<file path="src/rtl/npic_pkg.sv">
// ============================================================================
// npic_pkg - shared definitions for the nested priority interrupt controller
// Widths, register indexes, state and result structs, and the mask helpers.
// ============================================================================
package npic_pkg;

    localparam int NUM_VECTORS  = 14;
    localparam int NUM_LEVELS   = 8;
    localparam int LEVEL_W      = 3;
    localparam int VEC_IDX_W    = 4;
    localparam int DEPTH_W      = 3;
    localparam int STACK_SLOTS  = NUM_LEVELS - 1;
    localparam int STACK_IDX_W  = (STACK_SLOTS > 1) ? $clog2(STACK_SLOTS) : 1;
    localparam int LEVELS_W     = NUM_VECTORS * LEVEL_W;
    localparam int CFG_IDX_W    = 2;
    localparam int CFG_DATA_W   = LEVELS_W;

    localparam logic [LEVEL_W-1:0]     LOWEST_LEVEL = LEVEL_W'(NUM_LEVELS - 1);
    localparam logic [LEVELS_W-1:0]    LEVELS_RESET = '1;
    localparam logic [DEPTH_W-1:0]     STACK_FULL   = DEPTH_W'(STACK_SLOTS);

    typedef enum logic [CFG_IDX_W-1:0] {
        REG_VECTOR_LEVELS = 2'd0,
        REG_VECTOR_ENABLE = 2'd1,
        REG_MASTER_ENABLE = 2'd2
    } cfg_reg_t;

    typedef enum logic {
        MODE_RAISE    = 1'b0,
        MODE_COMPLETE = 1'b1
    } item_mode_t;

    typedef struct packed {
        logic [LEVELS_W-1:0]    levels;
        logic [NUM_VECTORS-1:0] enable;
        logic                   master;
    } cfg_t;

    typedef struct packed {
        logic [NUM_VECTORS-1:0] pending;
        logic [LEVEL_W-1:0]     level;
        logic [DEPTH_W-1:0]     depth;
    } ctl_state_t;

    typedef struct packed {
        logic                   dispatch_valid;
        logic [VEC_IDX_W-1:0]   dispatch_vector;
        logic [LEVEL_W-1:0]     current_priority;
        logic [NUM_VECTORS-1:0] allowed_mask;
        logic [NUM_VECTORS-1:0] pending_out;
        logic [DEPTH_W-1:0]     nest_count;
        logic                   error_code;
    } result_t;

    // Level of one vector, codes past the lowest level fold onto it.
    function automatic logic [LEVEL_W-1:0] level_of(input logic [LEVELS_W-1:0] levels,
                                                    input logic [VEC_IDX_W-1:0] v);
        logic [LEVEL_W-1:0] lv;
        lv = levels[LEVEL_W*v +: LEVEL_W];
        return (lv > LOWEST_LEVEL) ? LOWEST_LEVEL : lv;
    endfunction

    // Enabled vectors whose level is strictly above (numerically below) the given one.
    function automatic logic [NUM_VECTORS-1:0] allowed_at(input logic [LEVELS_W-1:0] levels,
                                                          input logic [NUM_VECTORS-1:0] enable,
                                                          input logic [LEVEL_W-1:0] level);
        logic [NUM_VECTORS-1:0] m;
        m = '0;
        for (int i = 0; i < NUM_VECTORS; i++) begin
            m[i] = enable[i] && (level_of(levels, VEC_IDX_W'(i)) < level);
        end
        return m;
    endfunction

    function automatic logic [VEC_IDX_W-1:0] lowest_set(input logic [NUM_VECTORS-1:0] bits);
        logic [VEC_IDX_W-1:0] idx;
        idx = '0;
        for (int i = NUM_VECTORS - 1; i >= 0; i--) begin
            if (bits[i]) begin
                idx = VEC_IDX_W'(i);
            end
        end
        return idx;
    endfunction

endpackage

</file>
<file path="src/rtl/nested_priority_interrupt_controller.sv">
// ============================================================================
// nested_priority_interrupt_controller - nested priority-level interrupt control
// Latches interrupt requests, dispatches the lowest allowed vector and keeps a
// stack of preempted priority levels that complete words restore.
// ============================================================================
//  channel | direction | handshake              | payload
//  --------+-----------+------------------------+------------------------------
//  s_      | in        | s_valid / s_ready      | s_mode, s_raise_flags
//  m_      | out       | m_valid / m_ready      | dispatch, level, masks, depth
//  cfg_    | in        | cfg_valid / cfg_ready  | cfg_index, cfg_data
//
//  One word per cycle sustained while m_ready stays high. A word is held in the
//  input register, then the core updates pending, level and stack and loads the
//  result register, which drives m_valid and the result word until it is taken.
//  A stalled m_ side holds the result; the input register still takes one
//  more word, then s_ready drops until the result drains.
//  Synchronous active-low reset clears control state; the level stack needs
//  no clearing since only pushed slots are ever popped. cfg_ready is always high.
// ============================================================================
module nested_priority_interrupt_controller (
    input  logic                                aclk,
    input  logic                                aresetn,
    // configuration write channel
    input  logic                                cfg_valid,
    output logic                                cfg_ready,
    input  logic [npic_pkg::CFG_IDX_W-1:0]      cfg_index,
    input  logic [npic_pkg::CFG_DATA_W-1:0]     cfg_data,
    // input item channel
    input  logic                                s_valid,
    output logic                                s_ready,
    input  logic                                s_mode,
    input  logic [npic_pkg::NUM_VECTORS-1:0]    s_raise_flags,
    // result channel
    output logic                                m_valid,
    input  logic                                m_ready,
    output logic                                m_dispatch_valid,
    output logic [npic_pkg::VEC_IDX_W-1:0]      m_dispatch_vector,
    output logic [npic_pkg::LEVEL_W-1:0]        m_current_priority,
    output logic [npic_pkg::NUM_VECTORS-1:0]    m_allowed_mask,
    output logic [npic_pkg::NUM_VECTORS-1:0]    m_pending_out,
    output logic [npic_pkg::DEPTH_W-1:0]        m_nest_count,
    output logic                                m_error_code
);
    import npic_pkg::*;

    // configuration registers
    cfg_t       cfg_reg;

    // controller state
    ctl_state_t state_reg;
    ctl_state_t state_next;

    // input register
    logic                   in_valid_reg;
    logic                   in_mode_reg;
    logic [NUM_VECTORS-1:0] in_flags_reg;

    // result register
    logic       out_valid_reg;
    result_t    out_reg;
    result_t    core_res;

    logic                   advance;
    logic                   fire;
    logic                   push;
    logic [LEVEL_W-1:0]     saved_level;
    logic [STACK_IDX_W-1:0] rd_index;

    // Result register can load when empty or being drained this cycle.
    assign advance   = !out_valid_reg || m_ready;
    // Input register word moves into the core only when the result slot frees.
    assign fire      = in_valid_reg && advance;
    assign s_ready   = !in_valid_reg || advance;
    assign cfg_ready = 1'b1;

    // Write registers; indexes past the list are dropped.
    always_ff @(posedge aclk) begin
        if (!aresetn) begin
            cfg_reg.levels <= LEVELS_RESET;
            cfg_reg.enable <= '0;
            cfg_reg.master <= 1'b0;
        end else if (cfg_valid) begin
            unique case (cfg_index)
                REG_VECTOR_LEVELS: cfg_reg.levels <= cfg_data;
                REG_VECTOR_ENABLE: cfg_reg.enable <= cfg_data[NUM_VECTORS-1:0];
                REG_MASTER_ENABLE: cfg_reg.master <= cfg_data[0];
                default: ;
            endcase
        end
    end

    // Input register: take a new word whenever the current one moves on.
    always_ff @(posedge aclk) begin
        if (!aresetn) begin
            in_valid_reg <= 1'b0;
        end else if (s_ready) begin
            in_valid_reg <= s_valid;
        end
    end

    always_ff @(posedge aclk) begin
        if (s_ready && s_valid) begin
            in_mode_reg  <= s_mode;
            in_flags_reg <= s_raise_flags;
        end
    end

    // Top of stack sits one below the depth; an empty stack reads slot zero
    // but the core ignores it then.
    assign rd_index = (state_reg.depth == '0) ? '0
                    : STACK_IDX_W'(state_reg.depth - DEPTH_W'(1));

    npic_stack u_stack (
        .aclk     (aclk),
        .push_en  (fire && push),
        .wr_index (STACK_IDX_W'(state_reg.depth)),
        .wr_level (state_reg.level),
        .rd_index (rd_index),
        .rd_level (saved_level)
    );

    npic_core u_core (
        .cfg         (cfg_reg),
        .cur         (state_reg),
        .mode        (in_mode_reg),
        .raise_flags (in_flags_reg),
        .saved_level (saved_level),
        .nxt         (state_next),
        .push        (push),
        .res         (core_res)
    );

    // Advance state only when a word is consumed.
    always_ff @(posedge aclk) begin
        if (!aresetn) begin
            state_reg.pending <= '0;
            state_reg.level   <= LOWEST_LEVEL;
            state_reg.depth   <= '0;
        end else if (fire) begin
            state_reg <= state_next;
        end
    end

    // Result register: load on fire, drop valid once taken with nothing new.
    always_ff @(posedge aclk) begin
        if (!aresetn) begin
            out_valid_reg <= 1'b0;
        end else if (advance) begin
            out_valid_reg <= in_valid_reg;
        end
    end

    always_ff @(posedge aclk) begin
        if (fire) begin
            out_reg <= core_res;
        end
    end

    assign m_valid            = out_valid_reg;
    assign m_dispatch_valid   = out_reg.dispatch_valid;
    assign m_dispatch_vector  = out_reg.dispatch_vector;
    assign m_current_priority = out_reg.current_priority;
    assign m_allowed_mask     = out_reg.allowed_mask;
    assign m_pending_out      = out_reg.pending_out;
    assign m_nest_count       = out_reg.nest_count;
    assign m_error_code       = out_reg.error_code;

endmodule

</file>
<file path="src/rtl/npic_stack.sv">
// ============================================================================
// npic_stack - saved priority level stack
// Register file of saved levels, written on push, read at the top of stack.
// ============================================================================
module npic_stack (
    input  logic                           aclk,
    input  logic                           push_en,
    input  logic [npic_pkg::STACK_IDX_W-1:0] wr_index,
    input  logic [npic_pkg::LEVEL_W-1:0]     wr_level,
    input  logic [npic_pkg::STACK_IDX_W-1:0] rd_index,
    output logic [npic_pkg::LEVEL_W-1:0]     rd_level
);
    import npic_pkg::*;

    logic [LEVEL_W-1:0] slot_reg [STACK_SLOTS];

    always_ff @(posedge aclk) begin
        if (push_en) begin
            slot_reg[wr_index] <= wr_level;
        end
    end

    assign rd_level = slot_reg[rd_index];

endmodule

</file>
<file path="src/rtl/npic_core.sv">
// ============================================================================
// npic_core - dispatch and restore logic for one item
// Merges requests, picks the lowest allowed pending vector, pushes or pops.
// ============================================================================
module npic_core (
    input  npic_pkg::cfg_t                  cfg,
    input  npic_pkg::ctl_state_t            cur,
    input  logic                            mode,
    input  logic [npic_pkg::NUM_VECTORS-1:0] raise_flags,
    input  logic [npic_pkg::LEVEL_W-1:0]     saved_level,
    output npic_pkg::ctl_state_t            nxt,
    output logic                            push,
    output npic_pkg::result_t               res
);
    import npic_pkg::*;

    logic [NUM_VECTORS-1:0] pend_raised;
    logic [NUM_VECTORS-1:0] ready_bits;
    logic                   do_dispatch;
    logic [VEC_IDX_W-1:0]   vec;
    logic                   underflow;

    always_comb begin
        pend_raised = cur.pending | raise_flags;
        ready_bits  = pend_raised & allowed_at(cfg.levels, cfg.enable, cur.level);
        do_dispatch = (mode == MODE_RAISE) && cfg.master && (ready_bits != '0)
                      && (cur.depth < STACK_FULL);
        vec         = lowest_set(ready_bits);
        underflow   = (mode == MODE_COMPLETE) && (cur.depth == '0);

        nxt = cur;
        if (mode == MODE_RAISE) begin
            nxt.pending = pend_raised;
            if (do_dispatch) begin
                nxt.pending[vec] = 1'b0;
                nxt.level        = level_of(cfg.levels, vec);
                nxt.depth        = cur.depth + DEPTH_W'(1);
            end
        end else if (!underflow) begin
            nxt.level = saved_level;
            nxt.depth = cur.depth - DEPTH_W'(1);
        end
        push = do_dispatch;

        res.dispatch_valid   = do_dispatch;
        res.dispatch_vector  = do_dispatch ? vec : '0;
        res.current_priority = nxt.level;
        res.allowed_mask     = allowed_at(cfg.levels, cfg.enable, nxt.level);
        res.pending_out      = nxt.pending;
        res.nest_count       = nxt.depth;
        res.error_code       = underflow;
    end

endmodule

</file>
<file path="config.mk">
export PLATFORM = sky130hd
export DESIGN_NAME = nested_priority_interrupt_controller
export DESIGN_NICKNAME = d
export VERILOG_FILES = /design/src/rtl/npic_pkg.sv /design/src/rtl/nested_priority_interrupt_controller.sv /design/src/rtl/npic_stack.sv /design/src/rtl/npic_core.sv
export SDC_FILE = /design/constraint.sdc
export NUM_CORES = 1
export LEC_CHECK = 0
export BUFFER_PORTS_ARGS = -buffer_cell sky130_fd_sc_hd__buf_2
export CORE_ASPECT_RATIO = 0.5
export CORE_MARGIN = 3
export CORE_UTILIZATION = 53
export CTS_CLUSTER_DIAMETER = 80
export DETAILED_ROUTE_END_ITERATION = 7
export HOLD_SLACK_MARGIN = 0.1
export MAX_ROUTING_LAYER = met4
export PLACE_DENSITY = 0.77
export SYNTH_ARGS = -nofsm -noshare
export SYNTH_HDL_FRONTEND = slang
export SYNTH_SLANG_ARGS = --single-unit
</file>
<file path="constraint.sdc">
create_clock -name aclk -period 4.3 [get_ports aclk]
set_clock_uncertainty 0.1 [all_clocks]
set_input_delay 0.645 -clock aclk [delete_from_list [all_inputs] [get_ports aclk]]
set_output_delay 0.645 -clock aclk [all_outputs]
set_load 0.02 [all_outputs]
</file>
# Word-level counts from Yosys, hierarchy flattened
# Memories as Yosys holds them, arrays and structs flattened.
# Index checks and enable logic that the tools add are counted.
totals:
  register_bits: 134
  latchBits: 0
  ramBits: 21
  romBits: 0
  in_bits: 64
  out_inout_bits: 43
  wordCells: 159
  memories: 1
classes:
  addsub: 2
  multipliers: 1
  div_mod_pow: 0
  n_lt_le_gt_ge: 46
  eq_ne: 2
  shifts: 1
  muxes: 38
  n_bitwise: 5
  n_reduce_logical: 46
mem_list:
  columns: ["memory", "words", "width", "rd", "rd_clocked_by_memory_dff", "wr", "line_no", "source"]
  rows:
  - ["u_stack.slot_reg", 7, 3, 1, 0, 1, "npic_stack.sv:15", "logic [LEVEL_W-1:0] slot_reg [STACK_SLOTS];"]
ops:
  columns: ["cell", "n"]
  rows:
  - ["3-bit less-than comparator", 28]
  - ["4-bit 2-to-1 mux", 14]
  - ["3-bit 2-to-1 mux", 16]
  - ["3-bit > comparator (second input constant)", 15]
  - ["42-bit by 7-bit indexed part select with 3-bit output", 1]
  - ["1-bit logical AND", 36]
  - ["14-bit AND", 2]
  - ["20-bit 2-to-1 mux", 1]
  - ["14-bit 2-to-1 mux", 1]
  - ["14-bit inverter", 1]
  - ["14-bit OR", 1]
  - ["14-bit nonzero test", 1]
  - ["6-bit 2-to-1 mux", 2]
  - ["2-bit by 4-bit multiplier with 6-bit output (first input constant)", 1]
  - ["2-bit AND reduction", 3]
  - ["4-bit by 5-bit less-than comparator with 1-bit output (second input constant)", 1]
  - ["1-bit demux with 4-bit select", 1]
  - ["4-bit by 1-bit >= comparator with 1-bit output (second input constant)", 1]
  - ["3-bit by 1-bit adder with 3-bit output (second input constant)", 1]
  - ["3-bit zero test", 1]
  - ["3-bit less-than comparator (second input constant)", 1]
  - ["1-bit 2-to-1 mux", 3]
  - ["3-bit by 1-bit subtractor with 3-bit output (second input constant)", 1]
  - ["2-bit by 1-bit equality test with 1-bit output (second input constant)", 1]
  - ["5 further kinds", 7]

# Longest topological paths before layout
depth:
  word_depth: 29
  mapped_depth: 18
  depth_no_buf: 16

# Modules after synthesis
# From an unflattened synthesis, not the netlist that was laid out.
hier_totals:
  cells_unflattened: 913
  hier_area_um2: 8868.5
by_module_without_submodules:
  columns: ["mod", "instances", "cells_each", "area_each_um2", "seq_area_each_um2"]
  rows:
  - ["nested_priority_interrupt_controller", 1, 412, 4614.4, 3233.1]
  - ["npic_core", 1, 447, 3380.7, 0.0]
  - ["npic_stack", 1, 54, 873.3, 630.6]

# Least setup slack after synthesis
# OpenSTA, ideal clock, no wires.
synth_timing:
  path_type: "reg-to-reg"
  startpoint: "reg state_reg[5] in the netlist's numbering"
  endpoint: "reg out_reg (netlist bit m_allowed_mask[0]), data pin"
  setup_ns: 0.146
  arrival_ns: 4.225
  required_ns: 4.054
  slack_ns: -0.171
  stages_incl_launch_ff: 19
  n_path_buf: 2
  synth_period_minus_slack_ns: 4.471
  cell_sequence: "dfxtp_1 inv_1 ha_1 o21ai_0 o221ai_1 o211ai_1 a21boi_1 and2_1 buf_2 buf_2 mux2_1 a2bb2oi_1 a31oi_1 inv_1 ha_1 or4_1 o21ai_2 o31ai_1 a21boi_1"
synth_rtl:
  columns: ["item", "line_no", "source"]
  rows:
  - ["from (decl)", "nested_priority_interrupt_controller.sv:50", "ctl_state_t state_reg;"]
  - ["from (signal assigned)", "nested_priority_interrupt_controller.sv:140", "state_reg <= state_next;"]
  - ["to (signal assigned)", "nested_priority_interrupt_controller.sv:155", "out_reg <= core_res;"]
  - ["to (decl)", "nested_priority_interrupt_controller.sv:60", "result_t out_reg;"]

==> flow_metrics.tcl <==
set metrics [dict create \
    synth_fa_ha_area_share_pct 6.942 \
    synth_fp_nets 960 \
    final_common_cell "nand2_1" \
    synth-compound-area-share_pct 18.88 \
    cp_max_fo 8 \
    io_buffers 105 \
    nets 1097 \
    rows 31 \
    synth_seq_cells 155 \
    synth_cell_type_count 72 \
    layout-drive-gt1-share_pct 29.00 \
    setup_violations 0 \
    timing.final.crit_share_pct 98.46 \
    vias 7451 \
    first_global_vias 6823 \
    netlist_instances 850 \
    path_class "flop to flop" \
    clk_pin_slew_ns 0.07 \
    synth_top_family_by_area "compound AO/OA/AOI/OAI gates" \
    grt.total_usage_pct 30.09 \
    overflow 0 \
    cts_hold_buf 0 \
    powerDensity_nw_per_um2 363.3 \
    fmaxAchievable_mhz 236.2 \
    start_util_pct 55.66 \
    tightest_slew_ns 1.025 \
    cts_tree "built" \
    finalWirelength_um 25770 \
    dp_hpwl_um 18930 \
    largest_reg_flops 57 \
    clk_path_buf_depth 2 \
    grt_pass1_wl_um 38400 \
    hold_path.class "input pin to flop" \
    synthSimpleGateAreaFrac_pct 18.28 \
    die_area_um2 17270 \
    synthMuxAreaShare_pct 3.758 \
    worst_slack_ns 0.06619 \
    synth_enable_flop_cells 76 \
    cts-htree-levels 4 \
    critPathTopFamily "compound AO/OA/AOI/OAI gates" \
    fin_crit_ns 4.234 \
    clock_sinks 155 \
    startpoint_type "flop" \
    gp_congestion 1.013 \
    crit_buf_inv 4 \
    crit_chain "clkinvlp_4 -> buf_8 -> ha_4 -> o21ai_0 -> o221a_2 -> o211a_1 -> o211a_4 -> buf_4 -> mux2i_1 -> mux2i_1 -> a2bb2oi_2 -> a31oi_4 -> clkinvlp_4 -> ha_4 -> or4_4 -> o21ai_4 -> o31ai_1 -> a21boi_1" \
    clockRootBuffer "clkbuf_16" \
    cts_buffers 17 \
    dieWidth_um 182.9 \
    drv_cap 0 \
    max_stage_delay_ns 0.54 \
    ys_warn_count 0 \
    finalMaxSlewViolations 0 \
    via_per_inst 6.220 \
    grt_max_degree 62 \
    syn_avg_cell_area_um2 9.753 \
    cp_slowest_cell "or4_4" \
    syn_area_um2 8290 \
    max_slew_margin_pct 31.69 \
    synthXorXnorAreaFrac_pct 0.2113 \
    outcome "finished, final reports clean" \
    hold_viol 0 \
    seq_area_frac_synth_pct 46.60 \
    diodes 0 \
    io_pins 107 \
    final_cell_mix "145 x nand2_1, 105 x buf_2, 77 x dfxtp_1, 77 x buf_4, 76 x edfxtp_1" \
    dp.cells 1157 \
    stdcell_count 1198 \
    die_h_um 94.44 \
    insertion_delay_ns 0.42 \
    areaGrowthSynthToFinish_pct 23.05 \
    drt_iter0_markers 988 \
    dp_slack_ns 0.08342 \
    drc 0 \
    drtPass1Iterations 6 \
    fin_util_pct 68.49 \
    arrival_ns 4.40 \
    core_area_um2 14890 \
    power_mw 3.706 \
    synth_ff_type "dfxtp_1" \
    crit_path_end_kind "flop" \
    synth-async-reset-ratio_pct 0 \
    required_ns 4.47 \
    grt_antenna_before_repair 0 \
    total_leakage_power_nw 4.092 \
    max-vdd-ir-drop_mv 0.2636 \
    ant_nets 0 \
    wire_per_inst_um 21.51 \
]
## worst reg2reg max path: stages (launching register included)
cell and delay [ns]:
dfxtp_2 0.35, clkinvlp_4 0.12, buf_8 0.16, ha_4 0.25
o21ai_0 0.06, o221a_2 0.27, o211a_1 0.27, o211a_4 0.29
buf_4 0.15, mux2i_1 0.12, mux2i_1 0.20, a2bb2oi_2 0.10
a31oi_4 0.26, clkinvlp_4 0.25, ha_4 0.24, or4_4 0.54
o21ai_4 0.08, o31ai_1 0.10, a21boi_1 0.16
## through the flow
stage | hold WS (ns) | TNS (ns) | area, um2
global route | 0.2829 | -0.03926 | 10200
finish | 0.2965 | 0 | 10200
global placement | 0.3651 | 0 | 9350
detailed placement | 0.3790 | 0 | 9350
floorplan | 0.3481 | 0 | 8305
CTS | 0.2909 | 0 | 9878
## metal layers
layer	vias up	track usage (%)	wire length, um
met5	-	-	0
met4	0	7.663	488
met3	50	9.965	3590
met2	491	40.83	10150
met1	3530	43.02	11540
li1	3380	-	-
## cells by family after synthesis
group                      Yosys count
adders and majority gates           46
buffers and inverters              104
DFF                                155
and+or+nand+nor                    297
muxes                               27
AOI/OAI and AO/OA                  218
xor gates and xnor gates             2
other                                1
## layout make-up
| cell class | count | area [um2] |
|---|---|---|
| clock buffers | 21 | 440.4 |
| fillers | 1181 | 4693 |
| inverters | 34 | 131.4 |
| well taps | 198 | 247.7 |
| clock inverters | 11 | 87.58 |
| repair inverters | 1 | 7.507 |
| repair buffers | 186 | 1161 |
| flip-flops and latches | 155 | 3866 |
| multi-input cells | 592 | 4259 |
## synthesized netlist by cell type, types with 3 or more instances
cell	count	area share [%]
o2111ai_1	8	0.85
dfxtp_1	79	19
o221a_2	6	0.81
ha_1	46	6.9
nor3b_1	13	1.2
clkbuf_1	55	2.5
edfxtp_1	76	28
nand3_1	35	2.1
o31ai_1	7	0.63
a31oi_1	10	0.75
or4_1	7	0.63
or3_1	8	0.60
a21boi_0	26	2.4
o21a_1	3	0.27
o211a_1	3	0.36
nand2b_1	4	0.30
a21oi_1	31	1.9
nand2_1	145	6.6
o22ai_1	3	0.23
a211o_1	4	0.42
o211ai_1	29	2.6
a21boi_1	16	1.4
nor3b_2	4	0.60
buf_2	8	0.48
mux4_2	3	0.81
mux2i_1	21	2.5
buf_6	4	0.54
nor2_1	15	0.68
o21ai_0	31	1.9
nand4_1	7	0.53
inv_1	30	1.4
o21ai_2	4	0.42
nor3_1	14	0.85
clkinv_1	3	0.14
nor2b_1	22	1.7
a211oi_1	3	0.27
o221ai_1	10	1.1
and2_1	7	0.53
o21ai_1	8	0.48
## worst paths after layout
kind,startpoint,cells after the start,endpoint,slack (ns)
hold reg to reg,state_reg[18],2,state_reg[18],0.39
hold / removal,s_raise_flags[9],1,in_flags_reg[9],0.30
setup / recovery,state_reg[4],18,m_allowed_mask[6],0.07
setup reg to reg,state_reg[4],18,m_allowed_mask[6],0.07
## report_power, final
group / switching [mW] / internal, mW
clock: 0.632 / 0.748
combinational: 0.377 / 0.270
sequential: 0.0632 / 1.62
total: 1.07 / 2.63
## what timing repair did
item,CTS,global route
setup buffers,0,7
endpoints found under the setup margin,0,16
endpoints found under the hold margin,0,0
gates resized for setup,0,58
Power figures use the tool's default switching activity.
